==> src/rtl/lgs_pkg.sv <==
// Shared types, constants and helper functions for the life generation stencil.
// Used by the column cell, the cell row and the top level; depends on nothing.
package lgs_pkg;

	// Default and fixed sizes.
	localparam int MAX_COLS_DEF = 32;
	localparam int MAX_ROWS     = 4096;
	localparam int ROWS_W       = 13;
	localparam int COLS_W       = 6;
	localparam int ROW_CNT_W    = 12;
	localparam int CFG_W        = 13;
	localparam int LIFE_BIRTH   = 3;

	// Configuration register indexes.
	localparam logic REG_GRID_ROWS = 1'b0;
	localparam logic REG_GRID_COLS = 1'b1;

	// The two stored rows of one column.
	typedef struct packed {
		logic older;
		logic newer;
	} cell_pair_t;

	// Per-cell control from the row to one column cell.
	typedef struct packed {
		logic write;
		logic rotate;
		logic wrap;
	} cell_ctl_t;

	// Number of live cells in a 3x3 window.
	function automatic logic [3:0] count_ones9(input logic [8:0] v);
		logic [3:0] n;
		n = '0;
		for (int i = 0; i < 9; i++) begin
			n = n + 4'(v[i]);
		end
		return n;
	endfunction

	// Conway's rule on the 3x3 total that includes the center cell.
	function automatic logic life_rule(input logic [3:0] sum, input logic centre);
		return (sum == 4'(LIFE_BIRTH)) || (centre && (sum == 4'(LIFE_BIRTH + 1)));
	endfunction

endpackage

==> src/rtl/lgs_cell.sv <==
// One column cell: holds the two most recent rows of its column.
// Depends on lgs_pkg for the pair and control types.
module lgs_cell (
	input  logic              clk,
	input  logic              arst_n,
	input  lgs_pkg::cell_ctl_t ctl,
	input  logic              din,
	input  lgs_pkg::cell_pair_t right,
	input  lgs_pkg::cell_pair_t head,
	output lgs_pkg::cell_pair_t q
);
	import lgs_pkg::*;

	cell_pair_t pair_q;

	// A write ages the column by one row; a rotate takes the right neighbor,
	// or the first cell when this is the last column of the grid.
	always_ff @(posedge clk or negedge arst_n) begin
		if (!arst_n) begin
			pair_q <= '0;
		end else if (ctl.write) begin
			pair_q.older <= pair_q.newer;
			pair_q.newer <= din;
		end else if (ctl.rotate) begin
			pair_q <= ctl.wrap ? head : right;
		end
	end

	assign q = pair_q;

endmodule

==> src/rtl/lgs_cell_row.sv <==
// Row of column cells that forms both line stores of the stencil.
// Depends on lgs_pkg and lgs_cell.
module lgs_cell_row #(
	parameter int MAX_COLS = lgs_pkg::MAX_COLS_DEF,
	parameter int IW       = (MAX_COLS > 1) ? $clog2(MAX_COLS) : 1,
	parameter int CNW      = $clog2(MAX_COLS + 1)
) (
	input  logic               clk,
	input  logic               arst_n,
	input  logic               wr_en,
	input  logic [IW-1:0]      wr_col,
	input  logic               din,
	input  logic               rot_en,
	input  logic [CNW-1:0]     ceff,
	output lgs_pkg::cell_pair_t rd,
	output lgs_pkg::cell_pair_t head,
	output lgs_pkg::cell_pair_t second
);
	import lgs_pkg::*;

	cell_pair_t cells [MAX_COLS];
	logic [CNW-1:0] last_col;

	assign last_col = ceff - CNW'(1);

	// The chain: each cell hands its pair to its left neighbor on a rotate.
	for (genvar j = 0; j < MAX_COLS; j++) begin : g_cell
		cell_ctl_t  ctl;
		cell_pair_t right;

		assign ctl.write  = wr_en && (wr_col == IW'(j));
		assign ctl.rotate = rot_en && (CNW'(j) < ceff);
		assign ctl.wrap   = (CNW'(j) == last_col);

		if (j + 1 < MAX_COLS) begin : g_right
			assign right = cells[j+1];
		end else begin : g_end
			assign right = '0;
		end

		lgs_cell u_cell (
			.clk    (clk),
			.arst_n (arst_n),
			.ctl    (ctl),
			.din    (din),
			.right  (right),
			.head   (cells[0]),
			.q      (cells[j])
		);
	end

	// Read port at the current column, and the two head cells for the flush.
	assign rd   = cells[wr_col];
	assign head = cells[0];

	if (MAX_COLS > 1) begin : g_second
		assign second = cells[1];
	end else begin : g_no_second
		assign second = '0;
	end

endmodule

==> src/rtl/life_generation_stencil.sv <==
// Top level of the streaming Game of Life next-generation stencil.
// Depends on lgs_pkg and lgs_cell_row (which uses lgs_cell).
//
// The block takes one grid in raster order, one cell per item, and returns the
// next generation in raster order; cells outside the grid are dead. An item
// with at most one result leaves the block ready for the next item, so a row
// streams at one cell per cycle while the output does not stall. An item that
// carries both its own result and the row's right-edge result (the last column
// of any row but the first, in a grid wider than one column) holds the input
// while the edge result is sent, and the final cell of the grid holds it while
// the last row is flushed from the cell row, one result per cycle through the
// single output register while the output does not stall. The row and column
// counters restart for the next grid when the final cell is accepted. The line
// stores are a chain of one cell per column; the flush rotates the chain once
// around the grid width, so it leaves the stores as it found them.
module life_generation_stencil #(
	parameter int MAX_COLS = lgs_pkg::MAX_COLS_DEF
) (
	input  logic                      clk,
	input  logic                      arst_n,
	input  logic                      cfg_we,
	input  logic                      cfg_index,
	input  logic [lgs_pkg::CFG_W-1:0] cfg_data,
	input  logic                      in_valid,
	output logic                      in_stall,
	input  logic                      cell_in,
	output logic                      out_valid,
	input  logic                      out_stall,
	output logic                      cell_next,
	output logic                      grid_end
);
	import lgs_pkg::*;

	localparam int IW  = (MAX_COLS > 1) ? $clog2(MAX_COLS) : 1;
	localparam int CNW = $clog2(MAX_COLS + 1);
	localparam logic [COLS_W:0]   MAXC_EXT = (COLS_W + 1)'(MAX_COLS);
	localparam logic [ROWS_W-1:0] MAXR     = ROWS_W'(MAX_ROWS);

	localparam logic [1:0] ST_ACCEPT = 2'd0;
	localparam logic [1:0] ST_EDGE   = 2'd1;
	localparam logic [1:0] ST_FLUSH  = 2'd2;

	logic [ROWS_W-1:0]    grid_rows_q;
	logic [COLS_W-1:0]    grid_cols_q;
	logic [ROW_CNT_W-1:0] row_q;
	logic [IW-1:0]        col_q;
	logic [8:0]           window_q;
	logic [1:0]           state_q;
	logic [1:0]           state_d;
	logic                 edge_q;
	logic                 flush_pend_q;
	logic [IW-1:0]        k_q;
	cell_pair_t           prev_q;
	logic                 out_valid_q;
	logic                 cell_next_q;
	logic                 grid_end_q;

	logic [ROWS_W-1:0]    reff;
	logic [COLS_W:0]      cols_clamp;
	logic [CNW-1:0]       ceff;
	logic [ROW_CNT_W-1:0] r_sat;
	logic [IW-1:0]        c_sat;
	logic                 c_last;
	logic                 last;
	logic                 has_main;
	logic                 has_edge;
	logic                 out_free;
	logic                 in_acc;
	cell_pair_t           rd;
	cell_pair_t           head;
	cell_pair_t           second;
	cell_pair_t           rt;
	logic                 up1;
	logic                 up2;
	logic                 rows2;
	logic [8:0]           wnew;
	logic                 main_bit;
	logic                 edge_bit;
	logic                 k_last;
	logic [3:0]           fsum;
	logic                 flush_bit;
	logic                 load;
	logic                 load_cell;
	logic                 load_end;
	logic                 flush_step;

	// Effective grid size, with zero read as one and large values clamped.
	always_comb begin
		if (grid_rows_q == '0) begin
			reff = ROWS_W'(1);
		end else if (grid_rows_q > MAXR) begin
			reff = MAXR;
		end else begin
			reff = grid_rows_q;
		end
		if (grid_cols_q == '0) begin
			cols_clamp = (COLS_W + 1)'(1);
		end else if ({1'b0, grid_cols_q} > MAXC_EXT) begin
			cols_clamp = MAXC_EXT;
		end else begin
			cols_clamp = {1'b0, grid_cols_q};
		end
		ceff = CNW'(cols_clamp);
	end

	// Position of the current item, with counters saturated to the grid.
	assign r_sat  = ({1'b0, row_q} >= reff) ? ROW_CNT_W'(reff - ROWS_W'(1)) : row_q;
	assign c_sat  = (CNW'(col_q) >= ceff) ? IW'(ceff - CNW'(1)) : col_q;
	assign c_last = (CNW'(c_sat) == ceff - CNW'(1));
	assign last   = (r_sat == ROW_CNT_W'(reff - ROWS_W'(1))) && c_last;
	assign rows2  = (reff >= ROWS_W'(2));

	assign has_main = (r_sat != '0) && (c_sat != '0);
	assign has_edge = (r_sat != '0) && c_last;

	// Handshake: items enter only while no extra results are pending and the output register can take a result.
	assign out_free = !out_valid_q || !out_stall;
	assign in_stall = !((state_q == ST_ACCEPT) && out_free);
	assign in_acc   = in_valid && !in_stall;

	lgs_cell_row #(
		.MAX_COLS (MAX_COLS),
		.IW       (IW),
		.CNW      (CNW)
	) u_row (
		.clk    (clk),
		.arst_n (arst_n),
		.wr_en  (in_acc),
		.wr_col (c_sat),
		.din    (cell_in),
		.rot_en (flush_step),
		.ceff   (ceff),
		.rd     (rd),
		.head   (head),
		.second (second)
	);

	// New window column; rows above the grid read as dead.
	assign up2  = (r_sat > ROW_CNT_W'(1)) && rd.older;
	assign up1  = (r_sat != '0) && rd.newer;
	assign wnew = (c_sat == '0) ? {6'b0, up2, up1, cell_in}
	                            : {window_q[5:0], up2, up1, cell_in};

	assign main_bit = life_rule(count_ones9(wnew), wnew[4]);
	assign edge_bit = life_rule(count_ones9({3'b0, wnew[5:0]}), wnew[1]);

	// Flush result for column k of the last row, from the head of the chain.
	assign k_last    = (CNW'(k_q) == ceff - CNW'(1));
	assign rt        = k_last ? cell_pair_t'('0) : second;
	assign fsum      = count_ones9({3'b0,
		rows2 && prev_q.older, rows2 && head.older, rows2 && rt.older,
		prev_q.newer, head.newer, rt.newer});
	assign flush_bit = life_rule(fsum, head.newer);

	// Sequencer: accept items, then the pending edge result, then the flush.
	always_comb begin
		state_d    = state_q;
		load       = 1'b0;
		load_cell  = 1'b0;
		load_end   = 1'b0;
		flush_step = 1'b0;
		unique case (state_q)
			ST_ACCEPT: begin
				if (in_acc) begin
					load      = has_main || has_edge;
					load_cell = has_main ? main_bit : edge_bit;
					if (has_main && has_edge) begin
						state_d = ST_EDGE;
					end else if (last) begin
						state_d = ST_FLUSH;
					end
				end
			end
			ST_EDGE: begin
				if (out_free) begin
					load      = 1'b1;
					load_cell = edge_q;
					state_d   = flush_pend_q ? ST_FLUSH : ST_ACCEPT;
				end
			end
			ST_FLUSH: begin
				if (out_free) begin
					load       = 1'b1;
					load_cell  = flush_bit;
					load_end   = k_last;
					flush_step = 1'b1;
					if (k_last) begin
						state_d = ST_ACCEPT;
					end
				end
			end
			default: begin
				state_d = ST_ACCEPT;
			end
		endcase
	end

	// Configuration, counters, window, sequencer and output register.
	always_ff @(posedge clk or negedge arst_n) begin
		if (!arst_n) begin
			grid_rows_q  <= ROWS_W'(8);
			grid_cols_q  <= COLS_W'(8);
			row_q        <= '0;
			col_q        <= '0;
			window_q     <= '0;
			state_q      <= ST_ACCEPT;
			edge_q       <= 1'b0;
			flush_pend_q <= 1'b0;
			k_q          <= '0;
			prev_q       <= '0;
			out_valid_q  <= 1'b0;
			cell_next_q  <= 1'b0;
			grid_end_q   <= 1'b0;
		end else begin
			if (cfg_we) begin
				unique case (cfg_index)
					REG_GRID_ROWS: grid_rows_q <= cfg_data[ROWS_W-1:0];
					REG_GRID_COLS: grid_cols_q <= cfg_data[COLS_W-1:0];
					default:       grid_rows_q <= grid_rows_q;
				endcase
			end

			if (in_acc) begin
				window_q     <= wnew;
				edge_q       <= edge_bit;
				flush_pend_q <= last;
				if (last) begin
					row_q <= '0;
					col_q <= '0;
				end else if (c_last) begin
					row_q <= r_sat + ROW_CNT_W'(1);
					col_q <= '0;
				end else begin
					row_q <= r_sat;
					col_q <= c_sat + IW'(1);
				end
			end

			state_q <= state_d;
			if ((state_d == ST_FLUSH) && (state_q != ST_FLUSH)) begin
				k_q    <= '0;
				prev_q <= '0;
			end else if (flush_step) begin
				k_q    <= k_q + IW'(1);
				prev_q <= head;
			end

			if (load) begin
				out_valid_q <= 1'b1;
				cell_next_q <= load_cell;
				grid_end_q  <= load_end;
			end else if (!out_stall) begin
				out_valid_q <= 1'b0;
			end
		end
	end

	assign out_valid = out_valid_q;
	assign cell_next = cell_next_q;
	assign grid_end  = grid_end_q;

	// The last flush step leaves the block ready for a new grid at the origin.
	a_flush_done: assert property (@(posedge clk) disable iff (!arst_n)
		(state_q == ST_FLUSH && out_free && k_last) |=>
		(state_q == ST_ACCEPT && row_q == '0 && col_q == '0 && out_valid_q && grid_end_q))
		else $error("flush did not end the grid cleanly");

	// An item with two results leaves the first in the output register.
	a_edge_pending: assert property (@(posedge clk) disable iff (!arst_n)
		(in_acc && has_main && has_edge) |=> (state_q == ST_EDGE && out_valid_q))
		else $error("edge result pending without a loaded output");

	// The flush column stays inside the grid.
	a_flush_range: assert property (@(posedge clk) disable iff (!arst_n)
		(state_q == ST_FLUSH) |-> (CNW'(k_q) < ceff))
		else $error("flush column beyond grid width");

	// The end-of-grid mark is only produced by the flush.
	a_end_from_flush: assert property (@(posedge clk) disable iff (!arst_n)
		(load && load_end) |-> (state_q == ST_FLUSH))
		else $error("grid end raised outside the flush");

endmodule

==> config.mk <==
export PLATFORM = sky130hd
export DESIGN_NAME = life_generation_stencil
export DESIGN_NICKNAME = d
export VERILOG_FILES = /design/src/rtl/lgs_pkg.sv /design/src/rtl/lgs_cell.sv /design/src/rtl/lgs_cell_row.sv /design/src/rtl/life_generation_stencil.sv
export SDC_FILE = /design/constraint.sdc
export NUM_CORES = 1
export LEC_CHECK = 0
export ABC_CLOCK_PERIOD_IN_PS = 8039
export BUFFER_PORTS_ARGS = -buffer_cell sky130_fd_sc_hd__clkbuf_2
export CAP_MARGIN = 30
export CORE_ASPECT_RATIO = 0.9
export CORE_UTILIZATION = 45
export CTS_BUF_LIST = sky130_fd_sc_hd__clkbuf_8
export CTS_CLUSTER_DIAMETER = 120
export DETAILED_ROUTE_END_ITERATION = 6
export SLEW_MARGIN = 30
export SYNTH_ARGS = -nofsm -noshare
export SYNTH_HDL_FRONTEND = slang
export SYNTH_SLANG_ARGS = --single-unit
==> constraint.sdc <==
create_clock -name clk -period 8.04 [get_ports clk]
set_clock_uncertainty 0.2 [all_clocks]
set_input_delay 1.206 -clock clk [delete_from_list [all_inputs] [get_ports clk]]
set_output_delay 1.206 -clock clk [all_outputs]
set_load 0.03 [all_outputs]
==> out/qor.csv <==
metric;value;unit
post-synthesis mux area share;13.7;%
synth warn;0;
crit path max fanout;9;
synthesized cell area;0.00979;sq mm
worst relative slew slack;43.5;%
top cell type by total area after synthesis;dfrtp_1;
Clock Path Buffers;2;
Power Dens Cells;453;mW/mm^2
Final TNS setup;0;ns
Critical Path RT;8.19;ns
combinational family with the most area after synthesis;compound AO/OA/AOI/OAI gates;
Post-Synth Simple-Gate Area;20.2;%
post-synthesis async set-or-reset flop share;100;%
worst slack at placement;0.255;ns
Final HPWL DP;22600;um
Post-Syn Nets;1241;
Cells after Synth;1171;
WL per Instance;20.5;um
status;complete, but fails checks;
final WL;30500;um
max incr delay on CP;0.55;ns
WP buf/inv;3;
RSZ-0062 raised after global routing;false;
via count;8926;
Post-synth EDFFs;0;
Slowest cell on crit path;fa_1;
Fin. Hold Viols;0;
Setup Buffers After CTS;0;
remaining antenna violation count after routing;0;
NumNets Final;1254;
Synth Area in Adders;7.00;%
max-slew violations;0;
commonest non-fill, non-tap cell in the layout;nand2_1;
Setup-failing EPs final;0;
M2 GR Usage;38.8;%
clk slew on worst S/H paths;0.08;ns
CTS tree;done;
dpl cells;1450;
Final Instance Count excl. Fillers;1482;
Initial Utilization;46.4;%
first drt pass iteration count;7;
Initial DRC Count;960;
xor/xnor share of the synthesized area;3.23;%
Leak Pwr;4.51;nW
later-pin clock latency in the skew report;0.45;ns
top cell type's share of synthesized area;30.2;%
syn_area_per_cell;8.36;sq um
Synth Area in Compound Gates;20.9;%
synth unique cells;83;
Power Total;4.83;mW
hold_ws;0.290;ns
# rows;50;
DRC viols;1;
post-route setup slack;0.405;ns
sequential share of the synthesized area;30.7;%
diode count;0;
Area contributors post-synth;dfrtp_1, nand2_1, mux2_2, ha_1, mux2i_1;
Layout area overhead;8.84;%
Post-synth top flop;dfrtp_1;
Die H;142;um
Global Route Usage Sum;28.5;%
CTS H-tree lvls;4;
#FFs+latches synth;120;
CP most frequent cell;fa_1;
Final Cycle Share;95.0;%
Max Clk Rate;0.131;GHz
Die X;157;um
IO Count;24;
critical path's top delay family;adder cells;
largest net degree at the start of global routing;65;
first-pass GRT wire length;48100;um
min Tclk post-route;7.64;ns
grt total ovfl;0;
highest-count cells in the layout ignoring fill and taps;nand2_1, dfrtp_1, nor2_1;
grt met1 use;44.0;%
Clock Sinks;120;
GRT met3 Usage;7.67;%
Max-cap violations;0;
Routability Congestion;0.984;
Slew @ Worst Pin;0.839;ns
share of cells above drive strength 1;14.6;%
critical path startpoint category;flop;
global routing's busiest layer;met1;
# port buffers;23;
clk root buf;clkbuf_8;
Die Area;0.0223;sq mm
TritonCTS buffer count;17;
failing checks;design-rule violations;
type of the worst setup path;flop to flop;
number of antenna violations at the first check in global routing;0;
Worst setup EP type;flop;
Avg Vias per Cell;6.02;
Worst VDD drop;0.447;mV
HP Class;flop to flop;
crit path DAT;7.79;ns
core area;0.0211;sq mm
vias in the first global route;8374;
==> synth_stat cells (8+ instances only) <==
cell,number
mux2_2,52
o21ai_0,100
o211ai_1,35
nand2b_1,8
o31ai_1,9
nor2_1,102
nor2b_1,12
ha_1,42
a31oi_1,8
mux2i_1,50
nand3_1,33
or3_1,8
a21oi_1,75
nand4_1,13
xnor2_1,18
fa_1,8
nand2_1,191
inv_1,44
clkbuf_1,49
nor3_1,15
nor4_1,8
a21o_1,14
and2_1,12
a211oi_1,10
xor2_1,13
mux4_2,10
dfrtp_1,118
==> cell type report <==
type / count / area (sq um)
Tap cell: 286 / 358
Sequential cell: 120 / 3010
Fill cell: 1995 / 10400
Clock buffer: 21 / 289
Timing Repair Buffer: 54 / 358
Clock inverter: 10 / 80.1
Inverter: 44 / 165
Multi-Input combinational cell: 947 / 6400
==> metal layers <==
layer	share of wire (%)	wire [um]
met1	49	14900
met2	40	12300
met3	9.3	2820
met4	1.5	446
met5	0	0
==> through the flow <==
step	utilization (%)	area, sq um
after global placement	48.6	10200
final	50.5	10700
after floorplan	-	9790
after detailed placement	48.6	10300
after CTS	50.4	10600
after global routing	50.5	10700
==> registers in the layout (all words and copies together), names as in the netlist <==
name                   flops
u_row.g_cell.u_cell.q     64
grid_rows_q               13
row_q                     12
grid_cols_q                6
window_q                   6
col_q                      5
k_q                        5
prev_q                     2
state_q                    2
cell_next                  1
edge_q                     1
flush_pend_q               1
grid_end                   1
out_valid                  1
==> cells by family (layout without fill, tap and decap cells) <==
| kind of cell | count (synthesis) | count (layout) |
|---|---|---|
| XOR/XNOR | 33 | 33 |
| adder cells (fa/ha/maj) | 50 | 50 |
| AND/OR/NAND/NOR | 430 | 430 |
| AO/OA/AOI/OAI | 319 | 319 |
| flip-flops | 120 | 120 |
| multiplexers | 115 | 115 |
| buffers and inverters | 104 | 129 |
==> worst reg2reg max path, delay by kind of cell (launching register included) <==
family / cells / cell delay, ns
fa+ha+maj: 7 / 2.73
simple gates: 6 / 2.04
compound gates: 9 / 1.71
flops: 1 / 0.43
buf+inv: 3 / 0.28
xor+xnor: 1 / 0.15
==> path summary, 6_finish.rpt <==
kind	endpoint	start	depth (start not counted)	slack (ns)
worst max register to register	cell_next	grid_rows_q[4]	26	0.40
worst max-delay path	cell_next	grid_rows_q[4]	26	0.40
worst min register to register	window_q[3]	window_q[3]	2	0.29
min in group asynchronous	u_row.g_cell[13].u_cell.q[0]	arst_n	1	0.65
max in group asynchronous	cell_next	arst_n	2	5.70
worst min-delay path	window_q[3]	window_q[3]	2	0.29
==> repair_timing <==
| action | 4_1_cts | 5_1_grt |
|---|---|---|
| resized for setup | 0 | 4 |
| hold buffers | 0 | 0 |
| setup endpoints to repair | 0 | 1 |
==> power by group <==
part           leakage, nW  internal, mW  switching [mW]
combinational         2.86          1.30            1.82
clock                0.197         0.271           0.259
sequential            1.45         0.849           0.336
No activity file was read; power rests on OpenSTA's default activity.
